==> config.mk <==
export PLATFORM = sky130hd
export DESIGN_NAME = typesetter_code_decoder_core
export DESIGN_NICKNAME = d
export VERILOG_FILES = /design/src/tcd_pkg.sv /design/src/typesetter_code_decoder_core.sv /design/src/tcd_decode.sv
export SDC_FILE = /design/constraint.sdc
export NUM_CORES = 1
export LEC_CHECK = 0
export BUFFER_PORTS_ARGS = -buffer_cell sky130_fd_sc_hd__buf_2
export CAP_MARGIN = 10
export CELL_PAD_IN_SITES_DETAIL_PLACEMENT = 1
export CELL_PAD_IN_SITES_GLOBAL_PLACEMENT = 1
export CORE_MARGIN = 5
export CORE_UTILIZATION = 45
export CTS_CLUSTER_DIAMETER = 200
export DETAILED_ROUTE_END_ITERATION = 10
export PLACE_DENSITY_LB_ADDON = 0.1
export SLEW_MARGIN = 20
export SYNTH_ARGS = -nofsm -noshare
export SYNTH_HDL_FRONTEND = slang
export SYNTH_HIERARCHICAL = 1
export SYNTH_SLANG_ARGS = --single-unit
==> constraint.sdc <==
create_clock -name clock -period 7.29 [get_ports clock]
set_input_delay 0.3645 -clock clock [delete_from_list [all_inputs] [get_ports clock]]
set_output_delay 0.3645 -clock clock [all_outputs]
set_load 0.01 [all_outputs]
==> src/tcd_pkg.sv <==
// shared types, constants and lookup tables for the typesetter code decoder
package tcd_pkg;

   localparam int POS_BITS = 20;
   localparam int SUM_W    = ((POS_BITS > 18) ? POS_BITS : 18) + 2;
   localparam int CMP_W    = ((POS_BITS + 1) > 20) ? (POS_BITS + 1) : 20;
   localparam int WIDTH_W  = 16;
   localparam int CSR_AW   = 3;
   localparam int CSR_DW   = 32;

   typedef logic signed [POS_BITS-1:0] pos_type;
   typedef logic signed [SUM_W-1:0]    sum_type;

   localparam sum_type SUM_POS_MAX = sum_type'((64'sd1 <<< (POS_BITS - 1)) - 64'sd1);
   localparam sum_type SUM_POS_MIN = sum_type'(-(64'sd1 <<< (POS_BITS - 1)));

   localparam logic [CSR_AW-1:0]  ADDR_WIDTH_DOTS  = CSR_AW'(0);
   localparam logic [WIDTH_W-1:0] WIDTH_DOTS_RESET = WIDTH_W'(2112);

   localparam logic [5:0] SIZE_POINTS_RESET = 6'd10;

   // command codes
   localparam logic [7:0] CODE_INIT       = 8'o100;
   localparam logic [7:0] CODE_RAIL_LOWER = 8'o101;
   localparam logic [7:0] CODE_RAIL_UPPER = 8'o102;
   localparam logic [7:0] CODE_MAG_UPPER  = 8'o103;
   localparam logic [7:0] CODE_MAG_LOWER  = 8'o104;
   localparam logic [7:0] CODE_LOWER_CASE = 8'o105;
   localparam logic [7:0] CODE_UPPER_CASE = 8'o106;
   localparam logic [7:0] CODE_ESC_FWD    = 8'o107;
   localparam logic [7:0] CODE_ESC_BACK   = 8'o110;
   localparam logic [7:0] CODE_LEAD_FWD   = 8'o112;
   localparam logic [7:0] CODE_LEAD_BACK  = 8'o114;
   localparam logic [7:0] CODE_PAGE_BREAK = 8'o115;
   localparam logic [7:0] CODE_LONG_LEAD  = 8'o116;

   localparam logic EVENT_GLYPH = 1'b0;
   localparam logic EVENT_PAGE  = 1'b1;

   localparam logic [6:0] UPPER_CASE_BIT = 7'o100;

   typedef struct packed {
      pos_type    escape_accum;
      logic       escape_backward;
      logic       lead_backward;
      logic       upper_case;
      logic [1:0] rail_mag_bits;
      logic [5:0] size_points;
      logic       last_doubled;
      pos_type    row_pos;
      pos_type    col_pos;
      logic       started;
      logic       await_lead;
   } tcd_state_type;

   typedef struct packed {
      logic       event_kind;
      logic [6:0] glyph_code;
      logic [1:0] font_select;
      logic [5:0] point_size;
      pos_type    row_units;
      pos_type    col_units;
   } tcd_result_type;

   function automatic logic [5:0] size_points_lookup(input logic [3:0] k);
      logic [5:0] pts;
      case (k)
         4'd0:    pts = 6'd7;
         4'd1:    pts = 6'd8;
         4'd2:    pts = 6'd10;
         4'd3:    pts = 6'd11;
         4'd4:    pts = 6'd12;
         4'd5:    pts = 6'd14;
         4'd6:    pts = 6'd18;
         4'd7:    pts = 6'd9;
         4'd8:    pts = 6'd6;
         4'd9:    pts = 6'd16;
         4'd10:   pts = 6'd20;
         4'd11:   pts = 6'd22;
         4'd12:   pts = 6'd24;
         4'd13:   pts = 6'd28;
         4'd14:   pts = 6'd36;
         default: pts = 6'd0;
      endcase
      return pts;
   endfunction

   // doubler lens in use for size codes 9 through 14
   function automatic logic size_doubled(input logic [3:0] k);
      return (k >= 4'd9) && (k <= 4'd14);
   endfunction

   function automatic pos_type sat_pos(input sum_type v);
      pos_type r;
      if (v > SUM_POS_MAX) begin
         r = pos_type'(SUM_POS_MAX);
      end else if (v < SUM_POS_MIN) begin
         r = pos_type'(SUM_POS_MIN);
      end else begin
         r = v[POS_BITS-1:0];
      end
      return r;
   endfunction

endpackage

==> src/typesetter_code_decoder_core.sv <==
// top level of the typesetter code decoder: state, result register and csr port
//
// Decodes a phototypesetter command byte stream, one byte per transaction, into
// glyph placement and page break events. While req_ready is high a byte is taken
// every clock cycle: the decode of one byte is a single pass of logic between the
// state registers and the result register, and req_ready stays high while the
// result register is empty or being drained. Bytes that cause no event (escapes,
// leads, size and mode changes) give no response transaction. Rows and columns
// saturate at the signed 20-bit range. width_dots sits at csr address 0 and must
// be written while the decoder is idle.
module typesetter_code_decoder_core import tcd_pkg::*; (
   input  logic                clock,
   input  logic                reset,
   input  logic                req_valid,
   output logic                req_ready,
   input  logic [7:0]          req_code_byte,
   output logic                rsp_valid,
   input  logic                rsp_ready,
   output logic                rsp_event_kind,
   output logic [6:0]          rsp_glyph_code,
   output logic [1:0]          rsp_font_select,
   output logic [5:0]          rsp_point_size,
   output logic signed [POS_BITS-1:0] rsp_row_units,
   output logic signed [POS_BITS-1:0] rsp_col_units,
   input  logic                csr_psel,
   input  logic                csr_penable,
   input  logic                csr_pwrite,
   input  logic [CSR_AW-1:0]   csr_paddr,
   input  logic [CSR_DW-1:0]   csr_pwdata,
   output logic [CSR_DW-1:0]   csr_prdata,
   output logic                csr_pready
);

   localparam tcd_state_type STATE_RESET = '{
      escape_accum:    '0,
      escape_backward: 1'b0,
      lead_backward:   1'b0,
      upper_case:      1'b0,
      rail_mag_bits:   2'b00,
      size_points:     SIZE_POINTS_RESET,
      last_doubled:    1'b0,
      row_pos:         '0,
      col_pos:         '0,
      started:         1'b0,
      await_lead:      1'b0
   };

   tcd_state_type       state_ff;
   tcd_state_type       state_in;
   tcd_result_type      result_ff;
   tcd_result_type      result_in;
   logic                rsp_valid_ff;
   logic                rsp_valid_in;
   logic [WIDTH_W-1:0]  width_dots_ff;
   logic [WIDTH_W-1:0]  width_dots_in;
   logic                dec_valid;
   logic                req_accept;
   logic                csr_write;

   tcd_decode u_decode (
      .cur_state  (state_ff),
      .code_byte  (req_code_byte),
      .width_dots (width_dots_ff),
      .nxt_state  (state_in),
      .res_valid  (dec_valid),
      .result     (result_in)
   );

   assign req_ready  = !rsp_valid_ff || rsp_ready;
   assign req_accept = req_valid && req_ready;

   always_comb begin
      if (req_accept) begin
         rsp_valid_in = dec_valid;
      end else if (rsp_ready) begin
         rsp_valid_in = 1'b0;
      end else begin
         rsp_valid_in = rsp_valid_ff;
      end
   end

   // csr port
   assign csr_pready = 1'b1;
   assign csr_write  = csr_psel && csr_penable && csr_pwrite && csr_pready;

   always_comb begin
      width_dots_in = width_dots_ff;
      if (csr_write && (csr_paddr == ADDR_WIDTH_DOTS)) begin
         width_dots_in = csr_pwdata[WIDTH_W-1:0];
      end
   end

   always_comb begin
      csr_prdata = '0;
      if (csr_paddr == ADDR_WIDTH_DOTS) begin
         csr_prdata = CSR_DW'(width_dots_ff);
      end
   end

   always_ff @(posedge clock) begin
      if (reset) begin
         state_ff      <= STATE_RESET;
         rsp_valid_ff  <= 1'b0;
         width_dots_ff <= WIDTH_DOTS_RESET;
      end else begin
         rsp_valid_ff  <= rsp_valid_in;
         width_dots_ff <= width_dots_in;
         if (req_accept) begin
            state_ff <= state_in;
         end
      end
   end

   always_ff @(posedge clock) begin
      if (req_accept && dec_valid) begin
         result_ff <= result_in;
      end
   end

   assign rsp_valid       = rsp_valid_ff;
   assign rsp_event_kind  = result_ff.event_kind;
   assign rsp_glyph_code  = result_ff.glyph_code;
   assign rsp_font_select = result_ff.font_select;
   assign rsp_point_size  = result_ff.point_size;
   assign rsp_row_units   = result_ff.row_units;
   assign rsp_col_units   = result_ff.col_units;

endmodule

==> src/tcd_decode.sv <==
// next-state and event decode for one command byte
module tcd_decode import tcd_pkg::*; (
   input  tcd_state_type        cur_state,
   input  logic [7:0]           code_byte,
   input  logic [WIDTH_W-1:0]   width_dots,
   output tcd_state_type        nxt_state,
   output logic                 res_valid,
   output tcd_result_type       result
);

   logic [13:0]       lead_steps;
   logic [15:0]       lead_amount;
   sum_type           row_sum;
   sum_type           col_sum;
   sum_type           esc_sum;
   pos_type           col_applied;
   logic [CMP_W-1:0]  row_x4;
   logic [CMP_W-1:0]  width_x9;
   logic              glyph_drop;
   logic              new_doubled;
   pos_type           corr;

   always_comb begin
      if (cur_state.await_lead) begin
         lead_steps = {code_byte, 6'b0};
      end else begin
         lead_steps = {9'b0, ~code_byte[4:0]};
      end
      lead_amount = {2'b0, lead_steps} + {1'b0, lead_steps, 1'b0};
      if (cur_state.lead_backward) begin
         row_sum = sum_type'(cur_state.row_pos) - sum_type'(lead_amount);
      end else begin
         row_sum = sum_type'(cur_state.row_pos) + sum_type'(lead_amount);
      end

      esc_sum = sum_type'(cur_state.escape_accum) + sum_type'({1'b0, ~code_byte[6:0]});

      if (cur_state.escape_backward) begin
         col_sum = sum_type'(cur_state.col_pos) - sum_type'(cur_state.escape_accum);
      end else begin
         col_sum = sum_type'(cur_state.col_pos) + sum_type'(cur_state.escape_accum);
      end
      col_applied = sat_pos(col_sum);

      row_x4     = CMP_W'(cur_state.row_pos[POS_BITS-2:0]) << 2;
      width_x9   = (CMP_W'(width_dots) << 3) + CMP_W'(width_dots);
      glyph_drop = cur_state.row_pos[POS_BITS-1] || (row_x4 >= width_x9);

      new_doubled = size_doubled(code_byte[3:0]);
      if (!cur_state.last_doubled && new_doubled) begin
         corr = pos_type'(-55);
      end else if (cur_state.last_doubled && !new_doubled) begin
         corr = pos_type'(55);
      end else begin
         corr = '0;
      end
      if (cur_state.escape_backward) begin
         corr = -corr;
      end
   end

   always_comb begin
      nxt_state = cur_state;
      res_valid = 1'b0;
      result.event_kind  = EVENT_GLYPH;
      result.glyph_code  = '0;
      result.font_select = cur_state.rail_mag_bits;
      result.point_size  = cur_state.size_points;
      result.row_units   = '0;
      result.col_units   = '0;

      if (cur_state.await_lead) begin
         nxt_state.await_lead = 1'b0;
         nxt_state.row_pos    = sat_pos(row_sum);
      end else if (code_byte == 8'd0) begin
         nxt_state = cur_state;
      end else if (code_byte[7]) begin
         nxt_state.escape_accum = sat_pos(esc_sum);
      end else begin
         // pending escape lands on the column first
         if (cur_state.escape_accum != '0) begin
            nxt_state.col_pos = col_applied;
         end
         nxt_state.escape_accum = '0;

         if (!code_byte[6]) begin
            if (!glyph_drop) begin
               res_valid          = 1'b1;
               result.event_kind  = EVENT_GLYPH;
               result.glyph_code  = {1'b0, code_byte[5:0]}
                                    | (cur_state.upper_case ? UPPER_CASE_BIT : 7'd0);
               result.row_units   = cur_state.row_pos;
               result.col_units   = nxt_state.col_pos;
            end
         end else if (code_byte[5]) begin
            nxt_state.row_pos = sat_pos(row_sum);
         end else if (code_byte[4]) begin
            nxt_state.escape_accum = corr;
            nxt_state.last_doubled = new_doubled;
            nxt_state.size_points  = size_points_lookup(code_byte[3:0]);
         end else begin
            case (code_byte)
               CODE_INIT: begin
                  nxt_state.escape_accum    = '0;
                  nxt_state.lead_backward   = 1'b0;
                  nxt_state.escape_backward = 1'b0;
                  nxt_state.upper_case      = 1'b0;
                  nxt_state.rail_mag_bits   = 2'b00;
                  nxt_state.started         = 1'b1;
                  nxt_state.row_pos         = '0;
                  nxt_state.col_pos         = '0;
                  if (cur_state.started) begin
                     res_valid          = 1'b1;
                     result.event_kind  = EVENT_PAGE;
                     result.font_select = 2'b00;
                  end
               end
               CODE_RAIL_LOWER: nxt_state.rail_mag_bits[0] = 1'b0;
               CODE_RAIL_UPPER: nxt_state.rail_mag_bits[0] = 1'b1;
               CODE_MAG_UPPER:  nxt_state.rail_mag_bits[1] = 1'b1;
               CODE_MAG_LOWER:  nxt_state.rail_mag_bits[1] = 1'b0;
               CODE_LOWER_CASE: nxt_state.upper_case       = 1'b0;
               CODE_UPPER_CASE: nxt_state.upper_case       = 1'b1;
               CODE_ESC_FWD:    nxt_state.escape_backward  = 1'b0;
               CODE_ESC_BACK:   nxt_state.escape_backward  = 1'b1;
               CODE_LEAD_FWD:   nxt_state.lead_backward    = 1'b0;
               CODE_LEAD_BACK:  nxt_state.lead_backward    = 1'b1;
               CODE_PAGE_BREAK: begin
                  nxt_state.row_pos = '0;
                  nxt_state.col_pos = '0;
                  res_valid         = 1'b1;
                  result.event_kind = EVENT_PAGE;
               end
               CODE_LONG_LEAD:  nxt_state.await_lead       = 1'b1;
               default:         nxt_state.await_lead       = 1'b0;
            endcase
         end
      end
   end

endmodule

* After elaboration in Yosys (flattened, before gate mapping)
Memories as Yosys holds them, arrays and structs flattened. Index checks and enable logic that the tools add are counted.
Storage, ports and cells: flip-flop bits (word level) 147, bits in read-only memories 96, input bits 50, logic and storage cells 163, memories kept 1
Operators by class: $add $sub $neg 8, order comparisons 9, equal/unequal tests 16, muxes and demuxes 59, bitwise logic cells 8, reduce and logical (&&, ||, !) cells 42
Memories:
- (name not given) | words 16, bits a word 6, read ports 1, clocked after memory_dff 0, write ports 0, RTL line tcd_pkg.sv:67 | case (k)
Operator list (number):
- two-way mux 20 bit | 16
- two-way mux 42 bit | 3
- equality test 8 x 7 -> 1 bit, second input constant | 13
- two-way mux 74 bit | 1
- > comparator 22 x 20 -> 1 bit, second input constant | 3
- less-than comparator 22 x 20 -> 1 bit, second input constant | 3
- two-way mux 22 bit | 3
- AND reduction 8 bit | 6
- two-way mux 40 bit | 1
- two-way mux 32 bit | 1
- adder 20 x 17 -> 21 bit | 1
- adder 20 x 20 -> 21 bit | 1
- adder 20 x 8 -> 21 bit | 1
- greater-or-equal comparator 21 bit | 1
- subtractor 20 x 17 -> 21 bit | 1
- subtractor 20 x 20 -> 21 bit | 1
- adder 19 x 16 -> 20 bit | 1
- negation 20 bit | 1
- nonzero test 20 bit | 1
- adder 14 x 15 -> 16 bit | 1
- two-way mux 16 bit | 1
- two-way mux 2 bit | 8
- two-way mux 1 bit | 14
- two-way mux 14 bit | 1
- other kinds (27) | 58

* Longest topological paths before layout
word-level depth 16, mapped depth 32, mapped depth without buffers 29

* By module
Netlist, hierarchy kept.
Modules (own cells, without submodules):
- tcd_decode | times used 1, cells each 1094, area an instance 7241.9 µm², sequential area each 0.0 µm²
- typesetter_code_decoder_core | times used 1, cells each 505, area an instance 5500.3 µm², sequential area each 3503.4 µm²

* Least setup slack after synthesis
No wires, ideal clock.
path type register to register, start register state_ff[0] (netlist bit), end register state_ff[39] (netlist bit), data arrival time 6.113 ns, slack 1.044 ns, stages on the path, launching flop included 33, buffers on the path 3, cells stage by stage dfxtp_1 -> clkbuf_1 -> buf_2 -> clkbuf_1 -> or2_2 -> inv_1 -> ha_1 -> fa_1 -> nor2b_1 -> a21oi_1 -> o31a_1 -> nor4_4 -> or3_1 -> and3_1 -> nand3_1 -> nor3_1 -> nor3b_1 -> nor2_1 -> xor2_1 -> ha_1 -> a21o_1 -> nand2_1 -> o21ai_0 -> a311o_1 -> o2111ai_1 -> nand2_1 -> a31oi_1 -> xnor2_1 -> or2_1 -> nor2_2 -> a211o_1 -> nand3_1 -> a21oi_1
RTL lines:
- start: declaration | RTL line typesetter_code_decoder_core.sv:48 | tcd_state_type state_ff;
- start signal: assignment | RTL line typesetter_code_decoder_core.sv:109 | state_ff <= state_in;

==> metrics.csv <==
metric;value;unit
status;complete, no violations;
post-DP HPWL;29500;um
IO Pins;141;
GRT Total Usage;25.3;%
Hold/Removal Path Class;input pin to flip-flop;
Clk Latency, worst-skew pair;0.44;ns
Routed WL per cell;20.2;um
RSZ-0062 raised after global routing;no;
setup tns final;0;ns
Starting Density;45.7;%
dpl cells;2002;
Post-layout nets;1796;
Tot Pwr;2.81;mW
kind of critical path;flip-flop to flip-flop;
Synth-to-Final Area Change;9.51;%
worst path required time;7.57;ns
Post-synth EDFFs;56;
Post-CTS Setup Bufs;0;
Leak;5.65;nW
final worst path period share;89.8;%
hold_buf cts;0;
setup violators final;0;
PD cells;201;nW/um^2
DRC;0;
Final Non-Filler Cells;2034;
die area;31800;um^2
yosys warns;6;
Synth cell types;96;
n_diodes;0;
Die Wd;178;um
Max clock buf depth;2;
via count;12000;
most common cell after layout, fill and taps aside;a21oi_1;
post-layout min period;6.55;ns
Port Buf Inserts;107;
H-tree depth;4;
Most used DFF post-synth;dfxtp_1;
critical path startpoint category;flip-flop;
CP Capture Type;flip-flop;
Max Clk Rate;0.153;GHz
FF-to-FF setup slack;0.74;ns
Max Clock Skew;0.0146;ns
routability-driven placement congestion ratio;0.874;
CTS root buffer;clkbuf_16;
Rows;61;
vias in the first global route;12000;
number of DRC markers in iteration 0;685;
crit path DAT;6.82;ns
fill cell count;3440;
Routed Antenna Nets;0;
Cell Area, Synth;12700;um^2
clk sinks;147;
Clock transition at path regs;0.08;ns
Fin. Hold Viols;0;
Slew HR;34.8;%
most frequent cells in the layout;a21oi_1 (187), o21ai_0 (149), nor2_1 (107);
Async S/R FF share, synth;0;%
Pins Over Slew Limit;0;
largest net degree at the start of global routing;79;
CTS buffer count;17;
global-route wire length before repair;64700;um
worst slew pin tran;0.974;ns
grt total ovfl;0;
Core Area;27900;um^2
syn_area_per_cell;7.97;um^2
Mapped Cells;1599;
# Max-Cap Violations;0;
Die H;178;um
Worst VDD drop;155;uV
DRT Pass-1 Iters;5;
sequential element share of the synthesized area;27.5;%
initial antenna violation count;2;
FF+latch count, synth;147;
CP Max Fanout;26;
Via-to-Cell Ratio;5.91;
Post-Route WL;41000;um
CTS tree;built;
# resized after CTS;0;
share of layout cells above drive strength 1;13.2;%
per-layer routing:
metal,global-route usage (%),vias up,wire length (um)
met5,0,-,7
met4,5.88,2,618
met2,42.2,302,18900
met1,35.1,5845,19400
met3,3.31,51,2060
li1,-,5812,-
sequential cells by signal, summed over array words and instances, names as in the netlist:
name             cells
state_ff            74
rsp_col_units       20
rsp_row_units       20
width_dots_ff       16
rsp_glyph_code       7
rsp_point_size       6
rsp_font_select      2
rsp_event_kind       1
rsp_valid            1
synth_stat cells (46+ instances only):
| cell | instances | area [um^2] |
|---|---|---|
| a21oi_1 | 188 | 941 |
| nand2b_1 | 46 | 288 |
| inv_1 | 63 | 236 |
| o21ai_0 | 149 | 746 |
| nor2_1 | 107 | 402 |
| dfxtp_1 | 91 | 1820 |
| ha_1 | 98 | 1230 |
| xnor2_1 | 54 | 473 |
| nand2_1 | 105 | 394 |
| edfxtp_1 | 56 | 1680 |
| nand3_1 | 101 | 505 |
| clkbuf_1 | 62 | 233 |
metrics by stage:
stage / instance area, um^2 / setup WS [ns] / utilization [%] / hold slack [ns]
floorplan: 12800 / 1.04 / - / 0.453
global placement: 13300 / 0.837 / 47.9 / 0.445
detailed placement: 13300 / 0.727 / 47.9 / 0.455
CTS: 14000 / 0.857 / 50.1 / 0.179
global route: 14000 / 0.150 / 50.1 / 0.195
finish: 14000 / 0.745 / 50.1 / 0.193
critical path, stage by stage (launching register included):
cell and delay [ns]:
dfxtp_1 0.52, buf_4 0.33, nor2_1 0.09, ha_1 0.43, inv_1 0.10, o22a_1 0.25
a2111oi_1 0.38, a41o_1 0.18, or3_1 0.16, and3_1 0.21, nand3_1 0.09, nor3_1 0.25
nor3b_1 0.36, nor2_1 0.09, xor2_1 0.17, ha_1 0.36, nand3_1 0.15, nor2_1 0.08
a221oi_1 0.28, nand2_1 0.16, a41oi_1 0.29, a21oi_1 0.12, xnor2_1 0.51, or2_1 0.32
nor2_2 0.08, a211o_1 0.27, nand3_1 0.07, a21oi_1 0.07
report_power, final:
group / switching (mW) / internal, mW
clock network: 0.425 / 0.508
logic: 0.591 / 0.358
registers: 0.0369 / 0.890
total: 1.05 / 1.76
cell families (layout without fill, tap and decap cells):
group	after synthesis	in the layout	share of synthesized area (%)
compound gates	529	529	25.4
simple gates	503	503	20.1
buf+inv	183	224	6.88
flops	147	147	27.5
fa+ha+maj	121	121	11.9
xor+xnor	91	91	6.37
mux	22	22	1.77
other cells	3	19	0.0884
cell type report:
class                      instances  area [um^2]  share of cell area, %
sequential                       147         3500                   25.1
timing repair buffer             127          688                   4.93
tap                              378          473                   3.39
clock buffer                      18          450                   3.23
inverter                          65          244                   1.75
clock inverter                    14          156                   1.12
multi-input combinational       1285         8440                   60.5
worst paths after layout:
check                 endpoint  cells past startpoint          start
max               state_ff[39]                     27    state_ff[0]
min           width_dots_ff[8]                      3  csr_pwdata[8]
max reg2reg       state_ff[39]                     27    state_ff[0]
min reg2reg  rsp_point_size[5]                      0   state_ff[48]
Note: power is estimated with default switching activity, not from simulation.
